[src/hdl/nibc_pkg.sv]
`timescale 1ns / 1ps
`default_nettype none

package nibc_pkg;

    localparam int NIB_W  = 4;
    localparam int MEM_D  = 16;
    localparam int ADDR_W = $clog2(MEM_D);

    // program loaded into memory at reset
    localparam logic [NIB_W-1:0] BOOT_IMAGE [MEM_D] = '{
        4'd9, 4'd13, 4'd14, 4'd14, 4'd5, 4'd7, 4'd13, 4'd10,
        4'd0, 4'd0,  4'd2,  4'd0,  4'd0, 4'd4, 4'd15, 4'd0
    };

    typedef enum logic [1:0] {
        REQ_WRITE   = 2'd0,
        REQ_STEP    = 2'd1,
        REQ_RESTART = 2'd2
    } t_req;

    typedef enum logic [1:0] {
        EV_NONE  = 2'd0,
        EV_BEEP  = 2'd1,
        EV_PRINT = 2'd2,
        EV_HALT  = 2'd3
    } t_event;

    typedef enum logic [3:0] {
        OP_HALT    = 4'd0,
        OP_ADD     = 4'd1,
        OP_SUB     = 4'd2,
        OP_INC_A   = 4'd3,
        OP_INC_B   = 4'd4,
        OP_DEC_A   = 4'd5,
        OP_DEC_B   = 4'd6,
        OP_BEEP    = 4'd7,
        OP_PRINT   = 4'd8,
        OP_LOAD_A  = 4'd9,
        OP_LOAD_B  = 4'd10,
        OP_STORE_A = 4'd11,
        OP_STORE_B = 4'd12,
        OP_JMP     = 4'd13,
        OP_JZ      = 4'd14,
        OP_JNZ     = 4'd15
    } t_opcode;

    typedef struct packed {
        logic [NIB_W-1:0]  reg_a;
        logic [NIB_W-1:0]  reg_b;
        logic [ADDR_W-1:0] ip;
        logic              halted;
    } t_state;

    typedef struct packed {
        logic              en;
        logic [ADDR_W-1:0] addr;
        logic [NIB_W-1:0]  data;
    } t_wr;

    typedef struct packed {
        t_event            event_res;
        logic [NIB_W-1:0]  print_value;
        logic [NIB_W-1:0]  instr;
        logic [NIB_W-1:0]  reg_a;
        logic [NIB_W-1:0]  reg_b;
        logic [ADDR_W-1:0] pc;
    } t_result;

endpackage

`default_nettype wire

[src/hdl/nibble_cpu_step.sv]
// Nibble machine, one word in, one word out.
// Input channel (i_in_valid / o_in_stall) carries a request: write one memory
// nibble (i_addr, i_data), execute one instruction, or restart the registers.
// Output channel (o_out_valid / i_out_stall) returns one result word per
// request: event code, printed nibble, opcode executed, and r0, r1 and the
// instruction pointer as they stand after the request.
// An accepted word lands in the input register and executes when the output
// register is free or draining; its result is then registered and held on the
// output ports with o_out_valid high. Throughput: one word per cycle unless
// the receiver stalls; the 16-nibble memory is a flop file, so the opcode,
// operand and indirect reads all happen in the execute cycle.
// Reset (synchronous, active low): memory reloads the built-in program, r0,
// r1, the pointer and the halt flag clear, both registers empty.
// When the receiver stalls, the result holds on the output ports; one more
// word waits in the input register, then o_in_stall rises until the output
// drains.
`timescale 1ns / 1ps
`default_nettype none

module nibble_cpu_step
    import nibc_pkg::*;
(
    input  wire logic              i_clk,
    input  wire logic              i_rst_n,
    input  wire logic              i_in_valid,
    output logic                   o_in_stall,
    input  wire logic [1:0]        i_req_type,
    input  wire logic [ADDR_W-1:0] i_addr,
    input  wire logic [NIB_W-1:0]  i_data,
    output logic                   o_out_valid,
    input  wire logic              i_out_stall,
    output logic [1:0]             o_event_res,
    output logic [NIB_W-1:0]       o_print_value,
    output logic [NIB_W-1:0]       o_instr,
    output logic [NIB_W-1:0]       o_reg_a,
    output logic [NIB_W-1:0]       o_reg_b,
    output logic [ADDR_W-1:0]      o_pc
);

    logic              r_in_valid;
    logic [1:0]        r_in_req;
    logic [ADDR_W-1:0] r_in_addr;
    logic [NIB_W-1:0]  r_in_data;
    t_state            r_state;
    logic              r_out_valid;
    t_result           r_res;

    t_state            n_state;
    t_wr               exec_wr;
    t_wr               mem_wr;
    t_result           exec_res;
    logic [NIB_W-1:0]  rd_op;
    logic [NIB_W-1:0]  rd_opnd;
    logic [NIB_W-1:0]  rd_ind;
    logic              out_ready;
    logic              adv;
    logic              in_take;

    assign out_ready  = !r_out_valid || !i_out_stall;
    assign adv        = r_in_valid && out_ready;
    assign o_in_stall = r_in_valid && !out_ready;
    assign in_take    = i_in_valid && !o_in_stall;

    // commit memory writes only when the word moves to the output
    always_comb begin
        mem_wr    = exec_wr;
        mem_wr.en = exec_wr.en && adv;
    end

    nibc_regfile u_mem (
        .i_clk        (i_clk),
        .i_rst_n      (i_rst_n),
        .i_wr         (mem_wr),
        .i_fetch_addr (r_state.ip),
        .i_opnd_addr  (r_state.ip + ADDR_W'(1)),
        .i_ind_addr   (rd_opnd),
        .o_fetch      (rd_op),
        .o_opnd       (rd_opnd),
        .o_ind        (rd_ind)
    );

    nibc_exec u_exec (
        .i_req   (r_in_req),
        .i_addr  (r_in_addr),
        .i_data  (r_in_data),
        .i_state (r_state),
        .i_op    (rd_op),
        .i_opnd  (rd_opnd),
        .i_ind   (rd_ind),
        .o_state (n_state),
        .o_wr    (exec_wr),
        .o_res   (exec_res)
    );

    always_ff @(posedge i_clk) begin
        if (!i_rst_n) begin
            r_in_valid  <= 1'b0;
            r_out_valid <= 1'b0;
            r_state     <= '0;
        end else begin
            if (in_take) begin
                r_in_valid <= 1'b1;
            end else if (adv) begin
                r_in_valid <= 1'b0;
            end
            if (adv) begin
                r_out_valid <= 1'b1;
                r_state     <= n_state;
            end else if (!i_out_stall) begin
                r_out_valid <= 1'b0;
            end
        end
    end

    always_ff @(posedge i_clk) begin
        if (in_take) begin
            r_in_req  <= i_req_type;
            r_in_addr <= i_addr;
            r_in_data <= i_data;
        end
        if (adv) begin
            r_res <= exec_res;
        end
    end

    assign o_out_valid   = r_out_valid;
    assign o_event_res   = r_res.event_res;
    assign o_print_value = r_res.print_value;
    assign o_instr       = r_res.instr;
    assign o_reg_a       = r_res.reg_a;
    assign o_reg_b       = r_res.reg_b;
    assign o_pc          = r_res.pc;

    a_restart_clears: assert property (@(posedge i_clk) disable iff (!i_rst_n)
        (adv && r_in_req == REQ_RESTART) |=>
            (r_state == '0 && r_res.event_res == EV_NONE))
        else $error("restart did not clear machine state");

    a_halted_holds: assert property (@(posedge i_clk) disable iff (!i_rst_n)
        (adv && r_in_req == REQ_STEP && r_state.halted) |=>
            (r_state == $past(r_state) && r_res.event_res == EV_HALT
             && r_res.instr == '0))
        else $error("step while halted changed state");

    a_result_tracks_state: assert property (@(posedge i_clk) disable iff (!i_rst_n)
        r_out_valid |-> (r_res.reg_a == r_state.reg_a && r_res.reg_b == r_state.reg_b
                         && r_res.pc == r_state.ip))
        else $error("result word disagrees with machine state");

    a_state_only_on_advance: assert property (@(posedge i_clk) disable iff (!i_rst_n)
        !adv |=> $stable(r_state))
        else $error("machine state moved without an executed word");

endmodule

`default_nettype wire

[src/hdl/nibc_regfile.sv]
`timescale 1ns / 1ps
`default_nettype none

module nibc_regfile
    import nibc_pkg::*;
(
    input  wire logic              i_clk,
    input  wire logic              i_rst_n,
    input  wire t_wr               i_wr,
    input  wire logic [ADDR_W-1:0] i_fetch_addr,
    input  wire logic [ADDR_W-1:0] i_opnd_addr,
    input  wire logic [ADDR_W-1:0] i_ind_addr,
    output logic      [NIB_W-1:0]  o_fetch,
    output logic      [NIB_W-1:0]  o_opnd,
    output logic      [NIB_W-1:0]  o_ind
);

    logic [NIB_W-1:0] r_mem [MEM_D];

    always_ff @(posedge i_clk) begin
        if (!i_rst_n) begin
            for (int i = 0; i < MEM_D; i++) begin
                r_mem[i] <= BOOT_IMAGE[i];
            end
        end else if (i_wr.en) begin
            r_mem[i_wr.addr] <= i_wr.data;
        end
    end

    assign o_fetch = r_mem[i_fetch_addr];
    assign o_opnd  = r_mem[i_opnd_addr];
    assign o_ind   = r_mem[i_ind_addr];

endmodule

`default_nettype wire

[src/hdl/nibc_exec.sv]
`timescale 1ns / 1ps
`default_nettype none

module nibc_exec
    import nibc_pkg::*;
(
    input  wire logic [1:0]        i_req,
    input  wire logic [ADDR_W-1:0] i_addr,
    input  wire logic [NIB_W-1:0]  i_data,
    input  wire t_state            i_state,
    input  wire logic [NIB_W-1:0]  i_op,
    input  wire logic [NIB_W-1:0]  i_opnd,
    input  wire logic [NIB_W-1:0]  i_ind,
    output t_state                 o_state,
    output t_wr                    o_wr,
    output t_result                o_res
);

    logic [ADDR_W-1:0] ip_next1;
    logic [ADDR_W-1:0] ip_next2;
    t_event            ev;
    logic [NIB_W-1:0]  pv;
    logic [NIB_W-1:0]  instr;

    assign ip_next1 = i_state.ip + ADDR_W'(1);
    assign ip_next2 = i_state.ip + ADDR_W'(2);

    always_comb begin
        o_state = i_state;
        o_wr    = '0;
        ev      = EV_NONE;
        pv      = '0;
        instr   = '0;
        unique case (t_req'(i_req))
            REQ_WRITE: begin
                o_wr.en   = 1'b1;
                o_wr.addr = i_addr;
                o_wr.data = i_data;
            end
            REQ_RESTART: begin
                o_state = '0;
            end
            REQ_STEP: begin
                if (i_state.halted) begin
                    ev = EV_HALT;
                end else begin
                    instr      = i_op;
                    o_state.ip = ip_next2;
                    unique case (t_opcode'(i_op))
                        OP_HALT: begin
                            ev             = EV_HALT;
                            o_state.halted = 1'b1;
                            o_state.ip     = i_state.ip;
                        end
                        OP_ADD: begin
                            o_state.reg_a = i_state.reg_a + i_state.reg_b;
                            o_state.ip    = ip_next1;
                        end
                        OP_SUB: begin
                            o_state.reg_a = i_state.reg_a - i_state.reg_b;
                            o_state.ip    = ip_next1;
                        end
                        OP_INC_A: begin
                            o_state.reg_a = i_state.reg_a + NIB_W'(1);
                            o_state.ip    = ip_next1;
                        end
                        OP_INC_B: begin
                            o_state.reg_b = i_state.reg_b + NIB_W'(1);
                            o_state.ip    = ip_next1;
                        end
                        OP_DEC_A: begin
                            o_state.reg_a = i_state.reg_a - NIB_W'(1);
                            o_state.ip    = ip_next1;
                        end
                        OP_DEC_B: begin
                            o_state.reg_b = i_state.reg_b - NIB_W'(1);
                            o_state.ip    = ip_next1;
                        end
                        OP_BEEP: begin
                            ev         = EV_BEEP;
                            o_state.ip = ip_next1;
                        end
                        OP_PRINT: begin
                            ev = EV_PRINT;
                            pv = i_opnd;
                        end
                        OP_LOAD_A: o_state.reg_a = i_ind;
                        OP_LOAD_B: o_state.reg_b = i_ind;
                        OP_STORE_A: begin
                            o_wr.en   = 1'b1;
                            o_wr.addr = i_opnd;
                            o_wr.data = i_state.reg_a;
                        end
                        OP_STORE_B: begin
                            o_wr.en   = 1'b1;
                            o_wr.addr = i_opnd;
                            o_wr.data = i_state.reg_b;
                        end
                        OP_JMP: o_state.ip = i_ind;
                        OP_JZ: begin
                            if (i_state.reg_a == '0) o_state.ip = i_ind;
                        end
                        OP_JNZ: begin
                            if (i_state.reg_a != '0) o_state.ip = i_ind;
                        end
                    endcase
                end
            end
            default: begin
                // unused request code: no change
            end
        endcase
    end

    always_comb begin
        o_res.event_res   = ev;
        o_res.print_value = pv;
        o_res.instr       = instr;
        o_res.reg_a       = o_state.reg_a;
        o_res.reg_b       = o_state.reg_b;
        o_res.pc          = o_state.ip;
    end

endmodule

`default_nettype wire

[config.mk]
export PLATFORM = sky130hd
export DESIGN_NAME = nibble_cpu_step
export DESIGN_NICKNAME = d
export VERILOG_FILES = /design/src/hdl/nibc_pkg.sv /design/src/hdl/nibble_cpu_step.sv /design/src/hdl/nibc_regfile.sv /design/src/hdl/nibc_exec.sv
export SDC_FILE = /design/constraint.sdc
export NUM_CORES = 1
export LEC_CHECK = 0
export BUFFER_PORTS_ARGS = -buffer_cell sky130_fd_sc_hd__clkbuf_2
export CAP_MARGIN = 20
export CORE_MARGIN = 5
export CORE_UTILIZATION = 55
export CTS_CLUSTER_SIZE = 10
export DETAILED_ROUTE_END_ITERATION = 8
export PLACE_DENSITY = 0.73
export SETUP_SLACK_MARGIN = 0.2
export SKIP_LAST_GASP = 1
export SLEW_MARGIN = 15
export SYNTH_ARGS = -nofsm -noshare
export SYNTH_HDL_FRONTEND = slang
export SYNTH_HIERARCHICAL = 1
export SYNTH_SLANG_ARGS = --single-unit
[constraint.sdc]
create_clock -name i_clk -period 3.8 [get_ports i_clk]
set_input_delay 0.19 -clock i_clk [delete_from_list [all_inputs] [get_ports i_clk]]
set_output_delay 0.19 -clock i_clk [all_outputs]
set_load 0.1 [all_outputs]
# After elaboration in Yosys (flattened, before gate mapping)
# Memories as Yosys holds them, arrays and structs flattened. A register that Yosys moved wholly into a read port is not among the register bits.
# Index checks and enable logic that the tools add are counted.
word_totals:
  reg_bits: 47
  ram_bits: 64
  output_inout_bits: 24
  n_memories: 1
op_classes:
  add_sub_neg: 8
  eq_ne: 18
  n_mux: 26
  bitwise: 2
  reduce_logical: 20
mem_list:
  columns: ["name", "depth", "width", "rd", "rd_clocked_by_memory_dff", "write_ports", "line", "text"]
  rows:
  - ["u_mem.r_mem", 16, 4, 3, 1, 16, "nibc_regfile.sv:18", "logic [NIB_W-1:0] r_mem [MEM_D];"]
ops:
  columns: ["operator", "count"]
  rows:
  - ["one-hot mux 4 bit (5 select lines)", 2]
  - ["one-hot mux 9 bit (2 select lines)", 2]
  - ["equality test 4 bit, second input constant", 8]
  - ["one-hot mux 13 bit (2 select lines)", 1]
  - ["2-to-1 mux 4 bit", 6]
  - ["equality test 4 x 3 -> 1 bit, second input constant", 4]
  - ["2-to-1 mux 13 bit", 1]
  - ["adder 4 x 1 -> 4 bit, second input constant", 3]
  - ["one-hot mux 4 bit (3 select lines)", 1]
  - ["2-to-1 mux 1 bit", 10]
  - ["2-to-1 mux 9 bit", 1]
  - ["equality test 4 x 2 -> 1 bit, second input constant", 2]
  - ["zero test 4 bit", 2]
  - ["subtractor 4 x 1 -> 4 bit, second input constant", 2]
  - ["OR reduction 7 bit", 1]
  - ["one-hot mux 2 bit (3 select lines)", 1]
  - ["adder 4 x 2 -> 4 bit, second input constant", 1]
  - ["adder 4 bit", 1]
  - ["equality test 4 x 1 -> 1 bit, second input constant", 1]
  - ["logical AND 1 bit", 4]
  - ["zero test 1 bit", 4]
  - ["nonzero test 2 bit", 2]
  - ["nonzero test 4 bit", 1]
  - ["OR reduction 4 bit", 1]
  - ["11 further kinds", 12]

# Depth between registers and ports, before layout
# Gate-level depths: netlist of the first run.
# An unclocked memory read counts as a cell.
depth:
  ltp_word: 11
  depth_mapped: 21

# Hierarchy
# Netlist of the first run, hierarchy kept.
modules_own_cells:
  columns: ["module", "n_inst", "cells_each", "area_each_um2"]
  rows:
  - ["nibc_regfile", 1, 296, 4165.2]
  - ["nibble_cpu_step", 1, 102, 1619.1]
  - ["nibc_exec", 1, 215, 1383.8]

# Least setup slack after synthesis of the first run
# Ideal clock, no wire load.
synth_timing:
  path_type: "register -> register"
  from: "register r_state[1] in the netlist's numbering"
  to: "register r_state[10] in the netlist's numbering"
  t_arrival_ps: 3726
  required_ps: 3679
  slack_ps: -47
  stages_incl_launch_ff: 21
  n_path_buf: 5
  cell_sequence: "dfxtp_1 -> buf_6 -> buf_12 -> mux4_2 -> a22oi_1 -> nand3_1 -> buf_2 -> buf_1 -> xor2_1 -> a31o_2 -> ha_1 -> fa_1 -> nor2_1 -> a21oi_1 -> o22ai_1 -> and3_1 -> a21oi_1 -> o22ai_1 -> buf_4 -> nand2_1 -> mux2i_1"
synth_lines:
  columns: ["item", "line", "text"]
  rows:
  - ["start, declared", "nibble_cpu_step.sv:44", "t_state r_state;"]
  - ["start signal, assigned", "nibble_cpu_step.sv:108", "r_state <= n_state;"]

==> results of run 1 <==
routing by layer:
| metal | vias to the layer above | global-route usage (%) | part of all wire, % |
|---|---|---|---|
| met3 | 62 | 5.99 | 6.1 |
| li1 | 2512 | - | - |
| met5 | - | 0 | 0 |
| met1 | 2771 | 31.2 | 39 |
| met2 | 253 | 43.2 | 51 |
| met4 | 0 | 10.5 | 4.0 |
critical path: stages (launching register included):
cell,delay [ns]
dfxtp_4,0.39
buf_12,0.16
mux4_1,0.57
a22oi_2,0.22
nand3_2,0.12
xor2_1,0.18
a31o_2,0.26
ha_4,0.17
fa_1,0.57
nor2_2,0.05
a21oi_2,0.10
o22ai_1,0.08
and3_1,0.19
a21oi_2,0.12
o22ai_2,0.08
final cells by class:
type | count | area, um2
Sequential cell | 111 | 3190
Clock inverter | 6 | 62.6
Inverter | 19 | 71.3
Clock buffer | 10 | 229
Multi-Input combinational cell | 429 | 3720
Tap cell | 172 | 215
Timing Repair Buffer | 117 | 850
Fill cell | 1016 | 4390
placed cells by master (no fill, tap or decap), types with 12 or more instances in the layout:
cell / n
inv_1: 15
nor2_1: 27
nand2_1: 75
nor3_1: 27
buf_4: 62
dfxtp_1: 12
mux4_1: 38
a21oi_1: 19
mux2i_1: 16
nand3_1: 22
a22oi_1: 12
clkbuf_2: 37
o21ai_0: 17
edfxtp_1: 96
nand2b_1: 14
worst paths after layout:
| path | cells past startpoint | end | slack (ns) |
|---|---|---|---|
| setup reg to reg | 14 | o_reg_a[1]$_DFFE_PP_ | 0.29 |
| setup / recovery | 14 | o_reg_a[1]$_DFFE_PP_ | 0.29 |
| hold reg to reg | 2 | r_state[9]$_SDFFE_PN0P_ | 0.55 |
| hold / removal | 2 | r_in_valid$_SDFFE_PN0P_ | 0.05 |
per-stage QoR:
step,area (um2),total power [mW]
floorplan,7210,1.66
global placement,7740,1.75
detailed placement,7740,1.76
CTS,8140,2.68
global route,8330,2.78
finish,8330,2.69
registers in the layout (all words and copies together) (netlist names):
name,flops
r_in_valid,1
r_in_addr,4
u_mem/r_mem,64
r_state,13
o_event_res,2
r_in_data,4
r_in_req,2
o_instr,4
o_print_value,4
o_pc,4
o_reg_b,4
o_out_valid,1
o_reg_a,4
power by group through the flow:
stage / Combinational [mW] / Sequential (mW) / Clock, mW
CTS: 0.369 / 1.37 / 0.938
detailed placement: 0.359 / 1.40 / 0
global placement: 0.355 / 1.40 / 0
global route: 0.409 / 1.38 / 0.998
floorplan: 0.189 / 1.47 / 0
finish: 0.389 / 1.37 / 0.924
cells by family (layout without fill, tap and decap cells):
family	after synthesis	after routing	synth area share (%)
xor gates and xnor gates	11	11	1.34
adders and majority gates	13	13	2.48
buffers and inverters	73	152	5.93
and+or+nand+nor	239	239	16.5
muxes	65	65	19.7
AOI/OAI and AO/OA	101	101	9.67
DFF	111	111	44.4
repair_timing:
action / 4_1_cts / 5_1_grt
pin swaps: 0 / 13
hold buffers: 9 / 1
setup endpoints to repair: 9 / 112
setup buffers: 0 / 4
resized for setup: 5 / 53
endpoints found under the hold margin: 9 / 1
==> results_dict.tcl, run 1 <==
set metrics [dict create \
    postSynthNetCount 640 \
    max_freq_ghz 0.285 \
    relSlewSlack_pct 42.1 \
    slew_viol_final 0 \
    fp.dieW_um 124 \
    intPower_mw 1.95 \
    cts_htree_levels 3 \
    diodes 0 \
    p_sw_mw 0.738 \
    max_cap_violations 0 \
    ys_seq_elements 111 \
    synthesis.area_um2 7170 \
    worstPathMaxFanout 12 \
    hold_class "in -> reg" \
    clock_skew_ns 0.00889 \
    synthCells 613 \
    ant_nets 0 \
    core_area_um2 12700 \
    post-route-period-util_pct 92.4 \
    synth_most_common_cell "edfxtp_1" \
    wl_per_cell_um 22.0 \
    crit_arrival_ns 3.61 \
    worst_pin_slew_ns 0.867 \
    power.density_nw_per_um2 322 \
    synth_top_area_share_pct 40.2 \
    nets 714 \
    p_clk_share_pct 34.4 \
    required_ns 3.90 \
    cts_root_buffer "clkbuf_16" \
    dr_total_vias 5598 \
    drt_iter0_drc 433 \
    ioPinCount 38 \
    fin_setup_tns_ns 0 \
    final_util_pct 65.5 \
    clkTransAtPathRegs_ns 0.08 \
    hold_ws_ns 0.0463 \
    p_seq_share_pct 51.1 \
    leakagePower_nw 2.97 \
    avgSynthCellArea_um2 11.7 \
    hold_viol_final 0 \
    place.gp.congestion 0.917 \
    antenna_found_initial 0 \
    dieArea_um2 15400 \
    insertion_delay_ns 0.36 \
    synthArstFlopShare_pct 0 \
    grt.total_usage_pct 25.4 \
    synth_edf_count 96 \
    drc_errors 0 \
    post-place-ws_ns 0.131 \
    cts_buffers 9 \
    cts_tree "done" \
    die_height_um 124 \
    finalWorstSetupSlack_ns 0.287 \
    ys.flop_type "edfxtp_1" \
    hp-start "i_in_valid" \
    startpoint "r_state[1]$_SDFFE_PN0P_" \
    rsz0062_at_grt "yes" \
    first_pass_iters 5 \
    cp-end-kind "flip-flop" \
    grt_overflow 0 \
    synth-seq-area-share_pct 44.4 \
    wirelength_um 19000 \
    dp.cells 834 \
    layout_min_cycle_time_ns 3.51 \
    drive_gt1_share_pct 27.0 \
    clock-sinks 111 \
    cp-start-kind "flip-flop" \
    synth_cell_types 58 \
    grt_pass1_wl_um 29000 \
    grt_pass1_vias 5330 \
    status "finished, final reports clean" \
    grt_max_degree 36 \
    io_buffers 37 \
    ys_top_cells_by_count "edfxtp_1, nand2_1, mux4_1" \
    setup_viol 0 \
    rows 41 \
    sw_frac_of_total_pct 27.5 \
    reg2reg_from "r_state[1]$_SDFFE_PN0P_" \
    start_util_pct 56.3 \
    combPwrFrac_pct 14.5 \
    vias_per_cell 6.48 \
    dp_hpwl_um 14100 \
    crit_type "reg -> reg" \
    yosys.area.top_type "edfxtp_1" \
    vdd_drop_max_mv 0.367 \
    yosys_warnings 6 \
    cts_buffer_depth 2 \
    fin_cells 864 \
    area_delta_synth_final_pct 16.3 \
    synth_area_leaders "edfxtp_1, mux4_1, dfxtp_1, nand2_1, mux2i_1" \
]
Power figures use the tool's default switching activity.
==> inputs of run 2 (changes only) <==
- ABC_AREA: unset -> 1
==> results_dict.tcl, run 2 <==
set metrics [dict create \
    status "finished, final reports clean" \
    grt_pass1_vias 6591 \
    yosys_warnings 6 \
    r2r_slack_ns 0.48 \
    power.density_nw_per_um2 417 \
    postSynthNetCount 1115 \
    synthCells 1088 \
    reg2reg_from "r_state[2]$_SDFFE_PN0P_" \
    fp.dieW_um 128 \
    drc_errors 0 \
    crit_type "reg -> reg" \
    ioPinCount 38 \
    final_common_cell "nand2_1" \
    crit_path_cell_trace "ha_1 > buf_4 > nand3_1 > nand3_1 > nand3_1 > nand2_1 > inv_4 > nand2_1 > nand3_1 > nand3_1 > nand3_1 > nand2_1 > inv_1 > o31ai_1 > o21ai_1 > nand2_1 > nand2_1 > nand2_1 > inv_1 > nand3_1 > nand2_1 > nor2_1" \
    post-route-period-util_pct 87.4 \
    hold_class "in -> reg" \
    dieArea_um2 16500 \
    core_area_um2 13800 \
    hold_viol_final 0 \
    synth_most_common_cell "nand2_1" \
    drt_iter0_drc 987 \
    synth_edf_count 96 \
    place.gp.congestion 0.998 \
    grt_pass1_wl_um 35600 \
    clock_skew_ns 0.0172 \
    start_util_pct 55.7 \
    rsz0062_at_grt "no" \
    layout_min_cycle_time_ns 3.32 \
    synth_cell_types 37 \
    cts_setup_buffers 0 \
    worstReg2RegEnd "r_state[1]$_SDFFE_PN0P_" \
    grt.total_usage_pct 27.9 \
    cp-start-kind "flip-flop" \
    grt_overflow 0 \
    cp_slowest_cell "dfxtp_2" \
    cts_buffers 9 \
    avgSynthCellArea_um2 7.07 \
    max_cap_violations 0 \
    critPathMaxStageDelay_ns 0.38 \
    wirelength_um 22300 \
    wl_per_cell_um 17.2 \
    ant_nets 0 \
    dp.cells 1268 \
    synth_area_leaders "edfxtp_1, nand2_1, nand3_1, inv_1, dfxtp_1" \
    dr_total_vias 7287 \
    clock-sinks 111 \
    required_ns 4.08 \
    nets 1136 \
    fin_setup_tns_ns 0 \
    worstPathMaxFanout 26 \
    clkTransAtPathRegs_ns 0.09 \
    synthesis.area_um2 7700 \
    dp_hpwl_um 16800 \
    diodes 0 \
    hp-start "i_in_valid" \
    whs_endpoint "r_in_valid$_SDFFE_PN0P_" \
    hold-path-cell-count 3 \
    synth_top_area_share_pct 37.5 \
    drive_gt1_share_pct 11.2 \
    leakagePower_nw 3.89 \
    grt_max_degree 34 \
    antenna_found_initial 0 \
    fin_cells 1294 \
    cts_tree "done" \
    reg.largest.list "u_mem/r_mem x64, r_state x13" \
    ys_top_cells_by_count "nand2_1, nand3_1, inv_1" \
    vias_per_cell 5.63 \
    ys.flop_type "edfxtp_1" \
    cts_htree_levels 3 \
    rows 43 \
    setup_viol 0 \
    worst_pin_slew_ns 0.889 \
    max_freq_ghz 0.301 \
    path_delay_family "simple AND/OR/NAND/NOR gates" \
    cts_root_buffer "clkbuf_16" \
    die_height_um 128 \
    slew_viol_final 0 \
    startpoint "r_state[2]$_SDFFE_PN0P_" \
    path_buf_inv 4 \
    crit_arrival_ns 3.60 \
    yosys.area.top_type "edfxtp_1" \
    cts_buffer_depth 2 \
    insertion_delay_ns 0.37 \
    largest_register_ffs 64 \
    area_delta_synth_final_pct 9.04 \
    synthArstFlopShare_pct 0 \
    first_pass_iters 6 \
    largest-register "u_mem/r_mem" \
    final_cell_mix "nand2_1, nand3_1, inv_1, edfxtp_1, nor2_1" \
    hold_ws_ns 0.0584 \
    relSlewSlack_pct 40.7 \
    io_buffers 37 \
    cp-end-kind "flip-flop" \
    synth-seq-area-share_pct 41.4 \
    r2r_cells 22 \
    vdd_drop_max_mv 0.357 \
    ys_seq_elements 111 \
    nFillCells 1278 \
]
## run 2: how the worst max path moves through the flow
stage	slack (ns)	to	cells past startpoint
floorplan	0.51	r_state[12]$_SDFFE_PN0P_	30
global placement	0.34	r_state[12]$_SDFFE_PN0P_	26
detailed placement	0.28	u_mem/r_mem[14][1]$_SDFFCE_PN1P_	15
CTS	0.25	u_mem/r_mem[14][3]$_SDFFCE_PN1P_	15
global route	0.18	r_state[1]$_SDFFE_PN0P_	24
finish	0.48	r_state[1]$_SDFFE_PN0P_	22
## run 2: metrics by stage
stage	instance area, um2	setup slack (ns)	total power [mW]	utilization (%)
2_1_floorplan	7700	0.514	2.22	-
3_3_place_gp	7910	0.344	2.44	57.2
3_5_place_dp	7910	0.280	2.45	57.2
4_1_cts	8310	0.246	3.47	60.1
5_1_grt	8390	0.185	3.68	60.7
6_report	8390	0.480	3.50	60.7
## run 2: per-layer routing
metal	share of wire [%]	wire [um]	global-route usage, %
met2	45	10100	42.9
met3	9.0	2010	6.00
met1	43	9700	40.2
met5	0	0	0
met4	2.0	452	7.43
## run 2: cell families after synthesis
kind of cell	after synthesis	share of synthesized area, %
flops	111	41.4
fa+ha+maj	13	2.31
xor+xnor	8	0.910
simple gates	664	37.5
compound gates	72	5.27
buf+inv	220	12.7
## run 2: timing repair
| action | CTS | global route |
|---|---|---|
| hold endpoints to repair | 9 | 1 |
| gates resized for setup | 0 | 33 |
| hold buffers | 9 | 1 |
| setup endpoints to repair | 0 | 129 |
## run 2: layout make-up
cell class / count / area [um2] / area share [%]
Multi-Input combinational cell: 757 / 3570 / 42.5
Sequential cell: 111 / 3190 / 38.0
Inverter: 161 / 617 / 7.35
Timing Repair Buffer: 69 / 485 / 5.78
Clock buffer: 9 / 225 / 2.68
Tap cell: 180 / 225 / 2.68
Clock inverter: 7 / 85.1 / 1.01
## run 2: where the power goes
| part | internal [mW] | switching (mW) |
|---|---|---|
| logic | 0.326 | 0.761 |
| clock network | 0.529 | 0.490 |
| registers | 1.37 | 0.0292 |
## run 2: worst min-delay path: stages
cell and delay (ns):
clkbuf_2 0.09, inv_1 0.04, a21oi_1 0.06
